--- config.mk ---
export PLATFORM = sky130hd
export DESIGN_NAME = keyframe_rgb_animator_flat
export DESIGN_NICKNAME = d
export VERILOG_FILES = /design/src/kra_pkg.sv /design/src/kra_intf.sv /design/src/kra_fifo.sv /design/src/kra_front.sv /design/src/kra_back.sv /design/src/keyframe_rgb_animator.sv /design/src/flat_wrapper.sv
export SDC_FILE = /design/constraint.sdc
export NUM_CORES = 2
export LEC_CHECK = 0
export BUFFER_PORTS_ARGS = -buffer_cell sky130_fd_sc_hd__buf_4
export CAP_MARGIN = 40
export CORE_MARGIN = 5
export CORE_UTILIZATION = 40
export CTS_CLUSTER_SIZE = 40
export DETAILED_ROUTE_END_ITERATION = 12
export GPL_ROUTABILITY_DRIVEN = 0
export PLACE_DENSITY = 0.56
export SLEW_MARGIN = 15
export SYNTH_ARGS = -nofsm -noshare
export SYNTH_HDL_FRONTEND = slang
export SYNTH_SLANG_ARGS = --single-unit
--- constraint.sdc ---
create_clock -name i_clk -period 14 [get_ports i_clk]
set_input_delay 0.7 -clock i_clk [delete_from_list [all_inputs] [get_ports i_clk]]
set_output_delay 0.7 -clock i_clk [all_outputs]
set_load 0.01 [all_outputs]
--- src/kra_pkg.sv ---
// ----------------------------------------------------------------------------
// kra_pkg
// Widths, register codes and shared types of the keyframe RGB animator.
// ----------------------------------------------------------------------------
package kra_pkg;

    // sizes
    localparam int MAX_FRAMES = 6;
    localparam int TIME_W     = 32;
    localparam int CHAN_W     = 8;
    localparam int RGB_W      = 3 * CHAN_W;
    localparam int FRAME_W    = TIME_W + RGB_W;
    localparam int IDX_W      = 3;
    localparam int CFG_IDX_W  = 3;
    localparam int CFG_W      = FRAME_W;

    // divider: quotient bits kept before saturation, two per step
    localparam int QUO_W      = 10;
    localparam int DIV_STEPS  = QUO_W / 2;
    localparam int NUM_W      = CHAN_W + TIME_W;
    localparam int DEN_W      = TIME_W + QUO_W;

    typedef logic [IDX_W-1:0]     t_idx;
    typedef logic [CFG_IDX_W-1:0] t_cfg_idx;

    // register indexes
    localparam t_cfg_idx REG_FRAME_COUNT = t_cfg_idx'(0);
    localparam t_cfg_idx REG_PERIOD      = t_cfg_idx'(1);
    localparam t_cfg_idx REG_FRAME_0     = t_cfg_idx'(2);

    // frame count limits and reset value
    localparam t_idx MIN_COUNT = t_idx'(2);
    localparam t_idx MAX_COUNT = t_idx'(MAX_FRAMES);
    localparam t_idx COUNT_RST = t_idx'(2);

    // input commands
    localparam logic CMD_RESTART = 1'b0;
    localparam logic CMD_TICK    = 1'b1;

    // one interpolation job handed from front to back
    typedef struct packed {
        t_idx                    idx;
        logic [RGB_W-1:0]        last_rgb;
        logic [RGB_W-1:0]        next_rgb;
        logic signed [TIME_W:0]  span;
        logic signed [TIME_W:0]  offs;
    } t_job;

    typedef struct packed {
        logic vld;
        t_job job;
    } t_job_req;

endpackage

--- src/kra_intf.sv ---
// ----------------------------------------------------------------------------
// kra_intf
// Valid/ready channels of the animator: command words in, colour words out.
// ----------------------------------------------------------------------------
interface kra_in_if import kra_pkg::*; ();
    logic              valid;
    logic              ready;
    logic              cmd;
    logic [TIME_W-1:0] now_ms;

    modport source (output valid, output cmd, output now_ms, input ready);
    modport sink   (input valid, input cmd, input now_ms, output ready);
endinterface

interface kra_out_if import kra_pkg::*; ();
    logic              valid;
    logic              ready;
    logic [CHAN_W-1:0] red;
    logic [CHAN_W-1:0] green;
    logic [CHAN_W-1:0] blue;
    t_idx              current_frame;

    modport source (output valid, output red, output green, output blue,
                    output current_frame, input ready);
    modport sink   (input valid, input red, input green, input blue,
                    input current_frame, output ready);
endinterface

--- src/kra_fifo.sv ---
// ----------------------------------------------------------------------------
// kra_fifo
// Two-entry job queue between the timing front end and the colour back end.
// ----------------------------------------------------------------------------
module kra_fifo import kra_pkg::*; (
    input  logic     i_clk,
    input  logic     i_rst_n,
    input  t_job_req i_push,
    input  logic     i_pop,
    output logic     o_full,
    output t_job_req o_head
);

    t_job       r_data [2];
    logic       r_wr_ptr;
    logic       r_rd_ptr;
    logic [1:0] r_cnt;

    // pointers and fill level
    always_ff @(posedge i_clk) begin
        if (!i_rst_n) begin
            r_wr_ptr <= 1'b0;
            r_rd_ptr <= 1'b0;
            r_cnt    <= 2'd0;
        end else begin
            if (i_push.vld) begin
                r_wr_ptr <= ~r_wr_ptr;
            end
            if (i_pop) begin
                r_rd_ptr <= ~r_rd_ptr;
            end
            case ({i_push.vld, i_pop})
                2'b10:   r_cnt <= r_cnt + 2'd1;
                2'b01:   r_cnt <= r_cnt - 2'd1;
                default: r_cnt <= r_cnt;
            endcase
        end
    end

    // storage
    always_ff @(posedge i_clk) begin
        if (i_push.vld) begin
            r_data[r_wr_ptr] <= i_push.job;
        end
    end

    assign o_full     = r_cnt[1];
    assign o_head.vld = (r_cnt != 2'd0);
    assign o_head.job = r_data[r_rd_ptr];

endmodule

--- src/kra_front.sv ---
// ----------------------------------------------------------------------------
// kra_front
// Takes command words, keeps the keyframe table, start time and frame index,
// and turns each tick into an interpolation job for the back end.
// ----------------------------------------------------------------------------
module kra_front import kra_pkg::*; (
    input  logic             i_clk,
    input  logic             i_rst_n,
    input  logic             i_cfg_we,
    input  t_cfg_idx         i_cfg_idx,
    input  logic [CFG_W-1:0] i_cfg_data,
    kra_in_if.sink           i_in,
    input  logic             i_q_full,
    output t_job_req         o_push
);

    typedef enum logic [1:0] {S_IDLE, S_FIX, S_ADV, S_PUSH} t_state;

    t_state              r_state;
    t_idx                r_frame_count;
    logic [TIME_W-1:0]   r_period;
    logic [FRAME_W-1:0]  r_mem [MAX_FRAMES];
    logic [MAX_FRAMES-1:0] r_mem_vld;
    logic [TIME_W-1:0]   r_start;
    t_idx                r_idx;
    logic [TIME_W-1:0]   r_now;
    logic [TIME_W-1:0]   r_elapsed;
    logic [FRAME_W-1:0]  r_key_a;
    logic [FRAME_W-1:0]  r_key_b;

    t_idx               w_n;
    t_idx               w_fix_idx;
    t_idx               w_inc;
    logic               w_adv;
    logic               w_wrap;
    t_idx               w_new_idx;
    t_idx               w_addr_a;
    t_idx               w_addr_b;
    logic               w_frame_we;
    t_idx               w_wr_addr;
    logic [TIME_W-1:0]  w_time_a;
    logic [TIME_W-1:0]  w_time_b;

    // clamp the frame count into the supported range
    always_comb begin
        if (r_frame_count < MIN_COUNT) begin
            w_n = MIN_COUNT;
        end else if (r_frame_count > MAX_COUNT) begin
            w_n = MAX_COUNT;
        end else begin
            w_n = r_frame_count;
        end
    end

    // stale index (count lowered) restarts from frame 0
    assign w_fix_idx = (r_idx > (w_n - t_idx'(2))) ? t_idx'(0) : r_idx;

    // frame advance: at most one step a tick, wrap on the last frame
    assign w_time_a  = r_key_a[FRAME_W-1:RGB_W];
    assign w_time_b  = r_key_b[FRAME_W-1:RGB_W];
    assign w_adv     = (r_elapsed > w_time_b);
    assign w_inc     = r_idx + t_idx'(1);
    assign w_wrap    = w_adv && (w_inc == (w_n - t_idx'(1)));
    assign w_new_idx = !w_adv ? r_idx : (w_wrap ? t_idx'(0) : w_inc);

    // keyframe table read addresses; outside the fix and advance steps they
    // stay on the current frame pair so a job waiting for the queue holds
    assign w_addr_a = (r_state == S_ADV) ? w_new_idx : r_idx;
    assign w_addr_b = (r_state == S_FIX) ? (w_fix_idx + t_idx'(1)) :
                      (r_state == S_ADV) ? (w_new_idx + t_idx'(1)) :
                                           (r_idx + t_idx'(1));

    // config writes to keyframe entries
    assign w_frame_we = i_cfg_we && (i_cfg_idx >= REG_FRAME_0);
    assign w_wr_addr  = t_idx'(i_cfg_idx - REG_FRAME_0);

    // config registers and entry valid bits
    always_ff @(posedge i_clk) begin
        if (!i_rst_n) begin
            r_frame_count <= COUNT_RST;
            r_period      <= '0;
            r_mem_vld     <= '0;
        end else if (i_cfg_we) begin
            case (i_cfg_idx)
                REG_FRAME_COUNT: r_frame_count <= i_cfg_data[IDX_W-1:0];
                REG_PERIOD:      r_period      <= i_cfg_data[TIME_W-1:0];
                default:         r_mem_vld[w_wr_addr] <= 1'b1;
            endcase
        end
    end

    // keyframe table, registered reads; unwritten entries read as zero
    always_ff @(posedge i_clk) begin
        if (w_frame_we) begin
            r_mem[w_wr_addr] <= i_cfg_data;
        end
        r_key_a <= r_mem_vld[w_addr_a] ? r_mem[w_addr_a] : '0;
        r_key_b <= r_mem_vld[w_addr_b] ? r_mem[w_addr_b] : '0;
    end

    // command sequencer
    always_ff @(posedge i_clk) begin
        if (!i_rst_n) begin
            r_state <= S_IDLE;
            r_start <= '0;
            r_idx   <= '0;
        end else begin
            case (r_state)
                S_IDLE: begin
                    if (i_in.valid) begin
                        if (i_in.cmd == CMD_RESTART) begin
                            r_start <= i_in.now_ms;
                            r_idx   <= t_idx'(0);
                        end else begin
                            r_now   <= i_in.now_ms;
                            r_state <= S_FIX;
                        end
                    end
                end
                S_FIX: begin
                    r_idx     <= w_fix_idx;
                    r_elapsed <= r_now - r_start;
                    r_state   <= S_ADV;
                end
                S_ADV: begin
                    r_idx <= w_new_idx;
                    if (w_wrap) begin
                        r_start   <= r_start + r_period;
                        r_elapsed <= r_elapsed - r_period;
                    end
                    r_state <= S_PUSH;
                end
                S_PUSH: begin
                    if (!i_q_full) begin
                        r_state <= S_IDLE;
                    end
                end
                default: r_state <= S_IDLE;
            endcase
        end
    end

    assign i_in.ready = (r_state == S_IDLE);

    // job word: colours of both frames, span and offset as exact signed values
    assign o_push.vld          = (r_state == S_PUSH) && !i_q_full;
    assign o_push.job.idx      = r_idx;
    assign o_push.job.last_rgb = r_key_a[RGB_W-1:0];
    assign o_push.job.next_rgb = r_key_b[RGB_W-1:0];
    assign o_push.job.span     = $signed({1'b0, w_time_b}) - $signed({1'b0, w_time_a});
    assign o_push.job.offs     = $signed({1'b0, r_elapsed}) - $signed({1'b0, w_time_a});

endmodule

--- src/kra_back.sv ---
// ----------------------------------------------------------------------------
// kra_back
// Interpolates the three channels of a job through one shared multiplier and
// one radix-4 divider, then holds the colour word for the receiver.
// ----------------------------------------------------------------------------
module kra_back import kra_pkg::*; (
    input  logic     i_clk,
    input  logic     i_rst_n,
    input  t_job_req i_head,
    output logic     o_pop,
    kra_out_if.source o_out
);

    typedef enum logic [2:0] {B_IDLE, B_MUL, B_DINIT, B_DIV, B_FIN, B_OUT} t_state;

    localparam int STEP_W = $clog2(DIV_STEPS);
    localparam logic [1:0] CH_RED   = 2'd0;
    localparam logic [1:0] CH_GREEN = 2'd1;
    localparam logic [1:0] CH_BLUE  = 2'd2;

    t_state             r_state;
    logic [1:0]         r_ch;
    logic [STEP_W-1:0]  r_step;
    logic [TIME_W-1:0]  r_s_mag;
    logic               r_s_neg;
    logic               r_s_zero;
    logic [TIME_W-1:0]  r_o_mag;
    logic               r_o_neg;
    logic [NUM_W-1:0]   r_n_mag;
    logic               r_q_neg;
    logic [CHAN_W-1:0]  r_a;
    logic [NUM_W-1:0]   r_rem;
    logic [DEN_W-1:0]   r_div;
    logic [QUO_W-1:0]   r_q;
    logic               r_sat;
    logic [CHAN_W-1:0]  r_res_r;
    logic [CHAN_W-1:0]  r_res_g;
    logic [CHAN_W-1:0]  r_res_b;
    logic               r_out_vld;
    logic [CHAN_W-1:0]  r_out_r;
    logic [CHAN_W-1:0]  r_out_g;
    logic [CHAN_W-1:0]  r_out_b;
    t_idx               r_out_frame;

    logic [CHAN_W-1:0]      w_a;
    logic [CHAN_W-1:0]      w_b;
    logic signed [CHAN_W:0] w_d;
    logic signed [CHAN_W:0] w_d_abs;
    logic [NUM_W-1:0]       w_prod;
    logic signed [TIME_W:0] w_span_abs;
    logic signed [TIME_W:0] w_offs_abs;
    logic [DEN_W-1:0]       w_d1;
    logic [DEN_W-1:0]       w_d2;
    logic                   w_b1;
    logic                   w_b0;
    logic [NUM_W-1:0]       w_t;
    logic [NUM_W-1:0]       w_rem_nx;
    logic [QUO_W:0]         w_qadj;
    logic signed [QUO_W+1:0] w_qpos;
    logic signed [QUO_W+1:0] w_qs;
    logic signed [QUO_W+1:0] w_sum;
    logic [CHAN_W-1:0]      w_val;
    logic                   w_out_free;

    // channel select from the job at the queue head
    always_comb begin
        case (r_ch)
            CH_RED: begin
                w_a = i_head.job.last_rgb[RGB_W-1 -: CHAN_W];
                w_b = i_head.job.next_rgb[RGB_W-1 -: CHAN_W];
            end
            CH_GREEN: begin
                w_a = i_head.job.last_rgb[2*CHAN_W-1 -: CHAN_W];
                w_b = i_head.job.next_rgb[2*CHAN_W-1 -: CHAN_W];
            end
            default: begin
                w_a = i_head.job.last_rgb[CHAN_W-1:0];
                w_b = i_head.job.next_rgb[CHAN_W-1:0];
            end
        endcase
    end

    // colour difference and product magnitude
    assign w_d     = $signed({1'b0, w_b}) - $signed({1'b0, w_a});
    assign w_d_abs = w_d[CHAN_W] ? -w_d : w_d;
    assign w_prod  = {{TIME_W{1'b0}}, w_d_abs[CHAN_W-1:0]} * {{CHAN_W{1'b0}}, r_o_mag};

    // magnitudes of span and offset
    assign w_span_abs = i_head.job.span[TIME_W] ? -i_head.job.span : i_head.job.span;
    assign w_offs_abs = i_head.job.offs[TIME_W] ? -i_head.job.offs : i_head.job.offs;

    // two restoring divide steps a cycle
    assign w_d1     = r_div >> 1;
    assign w_d2     = r_div >> 2;
    assign w_b1     = ({2'b00, r_rem} >= w_d1);
    assign w_t      = w_b1 ? (r_rem - w_d1[NUM_W-1:0]) : r_rem;
    assign w_b0     = ({2'b00, w_t} >= w_d2);
    assign w_rem_nx = w_b0 ? (w_t - w_d2[NUM_W-1:0]) : w_t;

    // floor correction, sign, add to base colour, clamp to 0..255
    assign w_qadj = {1'b0, r_q} + {{QUO_W{1'b0}}, (r_q_neg && (r_rem != '0))};
    assign w_qpos = $signed({1'b0, w_qadj});
    assign w_qs   = r_q_neg ? -w_qpos : w_qpos;
    assign w_sum  = $signed({{(QUO_W+2-CHAN_W){1'b0}}, r_a}) + w_qs;

    always_comb begin
        if (r_s_zero) begin
            w_val = r_a;
        end else if (r_sat) begin
            w_val = r_q_neg ? '0 : '1;
        end else if (w_sum < 0) begin
            w_val = '0;
        end else if (w_sum > $signed((QUO_W+2)'(255))) begin
            w_val = '1;
        end else begin
            w_val = w_sum[CHAN_W-1:0];
        end
    end

    assign w_out_free = !r_out_vld || o_out.ready;

    // per-channel sequencer and output register
    always_ff @(posedge i_clk) begin
        if (!i_rst_n) begin
            r_state   <= B_IDLE;
            r_ch      <= CH_RED;
            r_step    <= '0;
        end else begin
            case (r_state)
                B_IDLE: begin
                    if (i_head.vld) begin
                        r_s_mag  <= w_span_abs[TIME_W-1:0];
                        r_s_neg  <= i_head.job.span[TIME_W];
                        r_s_zero <= (i_head.job.span == '0);
                        r_o_mag  <= w_offs_abs[TIME_W-1:0];
                        r_o_neg  <= i_head.job.offs[TIME_W];
                        r_ch     <= CH_RED;
                        r_state  <= B_MUL;
                    end
                end
                B_MUL: begin
                    r_n_mag <= w_prod;
                    r_q_neg <= w_d[CHAN_W] ^ r_o_neg ^ r_s_neg;
                    r_a     <= w_a;
                    r_state <= B_DINIT;
                end
                B_DINIT: begin
                    r_rem   <= r_n_mag;
                    r_div   <= {r_s_mag, {QUO_W{1'b0}}};
                    r_sat   <= ({2'b00, r_n_mag} >= {r_s_mag, {QUO_W{1'b0}}});
                    r_q     <= '0;
                    r_step  <= '0;
                    r_state <= B_DIV;
                end
                B_DIV: begin
                    r_rem  <= w_rem_nx;
                    r_div  <= r_div >> 2;
                    r_q    <= {r_q[QUO_W-3:0], w_b1, w_b0};
                    r_step <= r_step + STEP_W'(1);
                    if (r_step == STEP_W'(DIV_STEPS - 1)) begin
                        r_state <= B_FIN;
                    end
                end
                B_FIN: begin
                    case (r_ch)
                        CH_RED: begin
                            r_res_r <= w_val;
                            r_ch    <= CH_GREEN;
                            r_state <= B_MUL;
                        end
                        CH_GREEN: begin
                            r_res_g <= w_val;
                            r_ch    <= CH_BLUE;
                            r_state <= B_MUL;
                        end
                        default: begin
                            r_res_b <= w_val;
                            r_state <= B_OUT;
                        end
                    endcase
                end
                B_OUT: begin
                    if (w_out_free) begin
                        r_out_r     <= r_res_r;
                        r_out_g     <= r_res_g;
                        r_out_b     <= r_res_b;
                        r_out_frame <= i_head.job.idx;
                        r_state     <= B_IDLE;
                    end
                end
                default: r_state <= B_IDLE;
            endcase
        end
    end

    // output word valid: set when a word is loaded, cleared when taken
    always_ff @(posedge i_clk) begin
        if (!i_rst_n) begin
            r_out_vld <= 1'b0;
        end else if (o_pop) begin
            r_out_vld <= 1'b1;
        end else if (o_out.ready) begin
            r_out_vld <= 1'b0;
        end
    end

    // the job leaves the queue once its colour word enters the output stage
    assign o_pop = (r_state == B_OUT) && w_out_free;

    assign o_out.valid         = r_out_vld;
    assign o_out.red           = r_out_r;
    assign o_out.green         = r_out_g;
    assign o_out.blue          = r_out_b;
    assign o_out.current_frame = r_out_frame;

endmodule

--- src/keyframe_rgb_animator.sv ---
// ----------------------------------------------------------------------------
// keyframe_rgb_animator
// Looping keyframe colour animation with linear RGB interpolation.
// ----------------------------------------------------------------------------
// Usage:
//   Load frame_count, period and frame_0..frame_5 through the write port
//   (i_cfg_we/i_cfg_idx/i_cfg_data) while the block is idle.
//   i_in carries command words: a restart word latches now_ms as the start
//   and clears the frame index, and gives no colour word; a tick word gives
//   one colour word on o_out (red, green, blue, current_frame).
//   A tick passes the front end's fix, advance and push steps and is queued
//   (2 jobs deep); the back end then works on it one channel at a time
//   through the shared multiplier and radix-4 divider. The front end can
//   take the next tick while the back end is still busy with the last one.
//   When o_out stalls the colour word is held, the back end finishes the
//   next job, the queue fills and then i_in.ready drops.
//   Reset (synchronous, active low) restores frame_count 2, period 0, all
//   keyframes zero, start time 0 and frame index 0, and drops o_out.valid.
// ----------------------------------------------------------------------------
module keyframe_rgb_animator import kra_pkg::*; (
    input  logic             i_clk,
    input  logic             i_rst_n,
    input  logic             i_cfg_we,
    input  t_cfg_idx         i_cfg_idx,
    input  logic [CFG_W-1:0] i_cfg_data,
    kra_in_if.sink           i_in,
    kra_out_if.source        o_out
);

    t_job_req w_push;
    t_job_req w_head;
    logic     w_q_full;
    logic     w_pop;

    // command handling and frame timing
    kra_front u_front (
        .i_clk      (i_clk),
        .i_rst_n    (i_rst_n),
        .i_cfg_we   (i_cfg_we),
        .i_cfg_idx  (i_cfg_idx),
        .i_cfg_data (i_cfg_data),
        .i_in       (i_in),
        .i_q_full   (w_q_full),
        .o_push     (w_push)
    );

    // job queue
    kra_fifo u_fifo (
        .i_clk   (i_clk),
        .i_rst_n (i_rst_n),
        .i_push  (w_push),
        .i_pop   (w_pop),
        .o_full  (w_q_full),
        .o_head  (w_head)
    );

    // interpolation
    kra_back u_back (
        .i_clk   (i_clk),
        .i_rst_n (i_rst_n),
        .i_head  (w_head),
        .o_pop   (w_pop),
        .o_out   (o_out)
    );

endmodule

--- src/flat_wrapper.sv ---
// flat-port wrapper written by rule: the top's interface ports become plain ports
module keyframe_rgb_animator_flat import kra_pkg::*;
  (i_clk, i_rst_n, i_cfg_we, i_cfg_idx, i_cfg_data, i_in_valid, i_in_cmd, i_in_now_ms, i_in_ready, o_out_valid, o_out_red, o_out_green, o_out_blue, o_out_current_frame, o_out_ready);
  kra_in_if i_in_i ();
  kra_out_if o_out_i ();
  input  logic i_clk;
  input  logic i_rst_n;
  input  logic i_cfg_we;
  input  t_cfg_idx i_cfg_idx;
  input  logic [CFG_W-1:0] i_cfg_data;
  input wire logic [$bits(i_in_i.valid)-1:0] i_in_valid;
  input wire logic [$bits(i_in_i.cmd)-1:0] i_in_cmd;
  input wire logic [$bits(i_in_i.now_ms)-1:0] i_in_now_ms;
  output wire logic [$bits(i_in_i.ready)-1:0] i_in_ready;
  output wire logic [$bits(o_out_i.valid)-1:0] o_out_valid;
  output wire logic [$bits(o_out_i.red)-1:0] o_out_red;
  output wire logic [$bits(o_out_i.green)-1:0] o_out_green;
  output wire logic [$bits(o_out_i.blue)-1:0] o_out_blue;
  output wire logic [$bits(o_out_i.current_frame)-1:0] o_out_current_frame;
  input wire logic [$bits(o_out_i.ready)-1:0] o_out_ready;
  assign i_in_i.valid = i_in_valid;
  assign i_in_i.cmd = i_in_cmd;
  assign i_in_i.now_ms = i_in_now_ms;
  assign i_in_ready = i_in_i.ready;
  assign o_out_valid = o_out_i.valid;
  assign o_out_red = o_out_i.red;
  assign o_out_green = o_out_i.green;
  assign o_out_blue = o_out_i.blue;
  assign o_out_current_frame = o_out_i.current_frame;
  assign o_out_i.ready = o_out_ready;
  keyframe_rgb_animator u_core (.i_clk(i_clk), .i_rst_n(i_rst_n), .i_cfg_we(i_cfg_we), .i_cfg_idx(i_cfg_idx), .i_cfg_data(i_cfg_data), .i_in(i_in_i), .o_out(o_out_i));
endmodule
==> Word level (Yosys, flattened, before mapping) <==
Memory sizes are Yosys's and may differ from the RTL's. A register that Yosys moved wholly into a read port is not among the register bits.
Index checks and enable logic that the tools add are counted.
{ "word_totals": {"mem_bits_rw": 570, "out_inout_bits": 29, "memories": 2, "inputBits": 97, "register_bits": 415, "elab_cells": 210} }
{ "mem_list": {"columns": ["name", "depth", "width", "read_ports", "rd_clocked_by_memory_dff", "write_ports", "line", "rtl"], "rows": [
  ["u_core.u_front.r_mem", 6, 56, 2, 2, 1, "kra_front.sv:22", "logic [FRAME_W-1:0] r_mem [MAX_FRAMES];"],
  ["u_core.u_fifo.r_data", 2, 117, 1, 1, 1, "kra_fifo.sv:14", "t_job r_data [2];"]
]} }
{ "classes": {"n_reduce_logical": 45, "n_mul": 1, "muxes": 61, "n_lt_le_gt_ge": 14, "add_sub_neg": 23, "bitwise_logic": 7, "n_eq_ne": 23} }
{ "ops": {"columns": ["op", "n"], "rows": [
  ["two-way mux 32 bit", 6],
  ["case mux 32 bit (2 select lines)", 2],
  ["case mux 42 bit (2 select lines)", 1],
  ["two-way mux 40 bit", 2],
  ["case mux 40 bit (2 select lines)", 1],
  ["subtractor 40 bit", 2],
  ["subtractor 32 x 32 -> 33 bit", 2],
  ["negation 32 bit", 2],
  ["subtractor 32 bit", 2],
  ["two-way mux 8 bit", 6],
  [">= comparator 40 x 42 -> 1 bit", 1],
  ["two-way mux 3 bit", 14],
  [">= comparator 40 x 41 -> 1 bit", 1],
  [">= comparator 40 bit", 1],
  ["multiplier 8 x 32 -> 40 bit", 1],
  ["nonzero test 40 bit", 1],
  ["logical NOT 33 bit", 1],
  ["adder 32 bit", 1],
  ["> comparator 32 bit", 1],
  ["case mux 8 bit (2 select lines)", 2],
  ["AND reduction 3 bit", 10],
  ["case mux 10 bit (2 select lines)", 1],
  ["case mux 3 bit (6 select lines)", 1],
  ["!= test 2 bit, second input constant", 8],
  ["other kinds (47)", 104]
]} }

==> Longest topological paths before layout <==
{ "logic_depth": {"word_depth": 14, "depth_mapped": 42, "depth_no_buf": 34} }

==> Modules after synthesis <==
Synthesis repeated with hierarchy kept, for this count alone.
{ "unflattened": {"hier_cells": 6234, "hier_area_um2": 67766.2} }
{ "by_module_without_submodules": {"columns": ["mod", "instances", "area_per_inst_um2", "seq_area_each_um2", "cells_each"], "rows": [
  ["kra_front", 1, 32555.0, 15815.2, 3008],
  ["kra_back", 1, 26447.9, 7957.6, 2841],
  ["kra_fifo", 1, 8763.4, 7126.8, 385]
]} }

==> Worst setup path after synthesis <==
OpenSTA, ideal clock, no wires.
{ "synth_timing": {"path_kind": "register to register", "from": "reg (tool-made name)", "to": "reg u_core.u_back.r_n_mag[39] (data pin)", "required_time_ps": 13740, "period_less_slack_ps": 10029, "setup_ps": 260, "path_slack_ps": 3971, "path_buffers": 10, "arrival_time_ps": 9770, "stages_incl_launch_ff": 42, "path_cell_list": "dfxtp_1 clkbuf_1 buf_2 buf_2 buf_2 buf_2 buf_2 buf_2 buf_4 buf_2 mux2i_1 a21oi_1 ha_1 fa_1 nor2b_1 o21ai_0 a21boi_0 o21a_1 [6 not listed] nor2b_1 fa_1 inv_1 fa_1 fa_1 fa_1 inv_1 ha_1 and3_1 a221o_1 a21oi_1 and2_1 a21oi_1 o31a_1 o41ai_1 o2111ai_1 a21oi_1 xnor2_1"} }
{ "synth_lines": {"columns": ["element", "line", "rtl"], "rows": [
  ["end signal, assigned", "kra_back.sv:142", "r_n_mag <= w_prod;"],
  ["end, declared", "kra_back.sv:29", "logic [NUM_W-1:0] r_n_mag;"]
]} }

==> results.toml <==
[run_status]
outcome = "complete, no violations"

[logic_synthesis]
netlist_instances = 6433
synth.area.mux_share = 0.0527
ys.flop_type = "edfxtp_1"
syn_area_um2 = 67500
synth_top_family_by_area = "compound AO/OA/AOI/OAI gates"
synth_xor_xnor_area_share = 0.0422
yosys_warnings = 0
synth_cell_types = 86
ys_ff_latch = 1097
synth_edf_count = 893
synthAdderAreaFrac = 0.129
synth_nets = 7115
synth.avg_cell_area_um2 = 10.5
async_flop_share = 0
ys_seq_area_frac = 0.458
synthSimpleGateAreaFrac = 0.135
synth_compound_area_frac = 0.137

[cells_and_area]
final_cell_mix = "edfxtp_1, nand2_1, inv_1, ha_1, a21oi_1"
final_common_cell = "edfxtp_1"
syn_to_final_growth_pct = 11.8
stdcell_count = 8822
nNetsFinal = 7188
drive_gt1_frac = 0.0803

[clocking]
cts_buffers = 119
postCtsResizedCells = 0
cts_root_buf = "clkbuf_16"
tritoncts = "done"
insertion_delay_ps = 750
holdBufCountCts = 0
htreeDepth = 3
clk_pin_slew_ps = 70
clock_path_buffers = 3
cts.sinks = 1097
post_cts_buffers = 0

[worst_setup_path]
critPathMaxFanout = 78
slowest_stage = "buf_4"
max_stage_delay_ps = 730
critPathKind = "flop to flop"
cpMostUsedCell = "a21oi_1"
arrival_ps = 10690
endpoint_kind = "flop"
cp.required_ps = 14490
cp-start-kind = "flop"

[die]
die_h_um = 421
die-area_um2 = 177000
num_rows = 150
initial_core_util = 0.403
core_area_um2 = 167000
boundaryPins = 126
die_w_um = 421

[sta]
slew_headroom = 0.353
setup_viol = 0
fin_crit_ps = 10200
fin_crit_sh = 0.728
maxSlewViolCount = 0
fmax_mhz = 98.1
fin_worst_hold_slack_ps = 144
grt_setup_unrepaired = "false"
tightest_slew_ps = 962
setup_tns_ps = 0
worst_slack_ps = 3800
finalHoldViolCount = 0
fin_skew_ps = 54.2

[global_route]
grt_pass1_vias = 47541
grtUsageTotal = 0.213
grt_antenna_before_repair = 14
grt_pass1_wl_um = 290000
grt_start_max_net_pins = 79
overflow = 0

[drt]
vias_per_cell = 5.52
final_antenna_net_count = 0
routed_wl_um = 191000
drt-pass1-iter-count = 5
drc = 0
drtIter0Drc = 3650
vias = 48670
wl_per_cell_um = 21.6

[min_path]
hold_path_class = "input port to flop"

[power]
ir_worst_vdd_uv = 289
finalPower_w = 0.0164
cellLeakagePower_nw = 28.6
p_per_area_nw_per_um2 = 218

[placed_design]
dp_hpwl_um = 139000
dp.cells = 8585
portBuffers = 125
place_ws_ps = 3750

[flow_run]
maxCapViolations = 0
through the flow:
stage                      util  instance area [µm²]
after global routing      0.451                75400
after floorplan               -                67500
final                     0.451                75400
after detailed placement  0.426                71300
after CTS                 0.450                75300
after global placement    0.423                70800
worst paths after layout:
path | start | end | slack, ps | depth (start not counted)
max | flop | u_core.u_back.r_n_mag[39] | 3800 | 31
min | i_in_now_ms[19] | u_core.u_front.r_now[19] | 140 | 1
max reg2reg | flop | u_core.u_back.r_n_mag[39] | 3800 | 31
min reg2reg | u_core.u_back.r_res_r[2] | u_core.u_back.o_out.red[2] | 420 | 0
report_power, final:
| group | switching (W) | internal [W] | total (W) |
|---|---|---|---|
| Clock | 0.00135 | 0.00186 | 0.00321 |
| Combinational | 0.00508 | 0.00363 | 0.00871 |
| Sequential | 0.000235 | 0.00427 | 0.00450 |
| Total | 0.00666 | 0.00976 | 0.0164 |
cell type report:
class	count	area, µm²
Multi-Input combinational cell	4547	33800
Clock inverter	72	796
Sequential cell	1097	30900
Fill cell	15724	92000
Tap cell	2204	2760
Inverter	524	1970
Antenna cell	7	17.5
Timing Repair Buffer	217	1930
Clock buffer	154	3270
critical path, delay by kind of cell, from the launching register on:
family | cells | cell delay, ps
compound gates | 13 | 3680
flops | 1 | 700
xor+xnor | 2 | 270
simple gates | 5 | 690
fa+ha+maj | 6 | 2730
mux | 1 | 590
buf+inv | 4 | 1220
state kept, by name, summed over array words and instances, names as in the netlist, 10 cells and up, named ones only:
| signal | count |
|---|---|
| u_core.u_front.r_key_b | 56 |
| u_core.u_back.r_div | 41 |
| u_core.u_front.r_mem | 336 |
| u_core.u_front.r_elapsed | 32 |
| u_core.u_back.r_o_mag | 32 |
| u_core.u_back.r_rem | 40 |
| u_core.u_front.r_key_a | 56 |
| u_core.u_fifo.r_data | 234 |
| u_core.u_front.r_period | 32 |
| u_core.u_front.r_now | 32 |
| u_core.u_back.r_q | 10 |
| u_core.u_front.r_start | 32 |
| u_core.u_back.r_n_mag | 40 |
| u_core.u_back.r_s_mag | 32 |
per-layer routing:
metal / up-vias / track usage / part of all wire
li1: 23320 / - / -
met1: 23544 / 0.293 / 0.44
met2: 1443 / 0.331 / 0.44
met3: 361 / 0.0289 / 0.061
met4: 2 / 0.105 / 0.055
met5: - / 0 / 0.000068
logic make-up (layout without fill, tap and decap cells):
logic type      after synthesis  after routing
flops                      1097           1097
other cells                   0              7
mux                         328            328
simple gates               1911           1911
buf+inv                     789            967
fa+ha+maj                   585            585
compound gates             1398           1398
xor+xnor                    325            325
cell usage after synthesis (all sizes together) (9+ instances only):
cell type	instances	share of area
o311a	57	0.0085
nand3	240	0.018
and4	13	0.0017
edfxtp	893	0.40
xnor2	219	0.028
mux2	37	0.0062
ha	396	0.073
and2	95	0.0088
o21a	51	0.0057
buf	71	0.0055
a31o	15	0.0019
a22oi	10	0.0011
o211ai	27	0.0030
o31ai	26	0.0029
a211o	9	0.0012
o32ai	10	0.0013
mux4	18	0.0060
nor2b	167	0.015
a21o	109	0.012
o21bai	33	0.0037
a211oi	114	0.013
nor3	73	0.0054
nor3b	15	0.0017
o32a	10	0.0015
a21oi	385	0.029
nor2	342	0.019
mux2i	273	0.040
nor4	27	0.0025
a221oi	13	0.0018
a31oi	59	0.0055
and3	47	0.0044
a22o	56	0.0073
o221ai	9	0.0012
fa	189	0.056
nand4	40	0.0037
o2111ai	13	0.0017
dfxtp	204	0.061
inv	524	0.029
a21boi	23	0.0026
or3	22	0.0020
clkbuf	194	0.011
o21ai	276	0.020
nand2b	116	0.011
xor2	106	0.014
nand2	679	0.038
No activity file was read; power rests on OpenSTA's default activity.
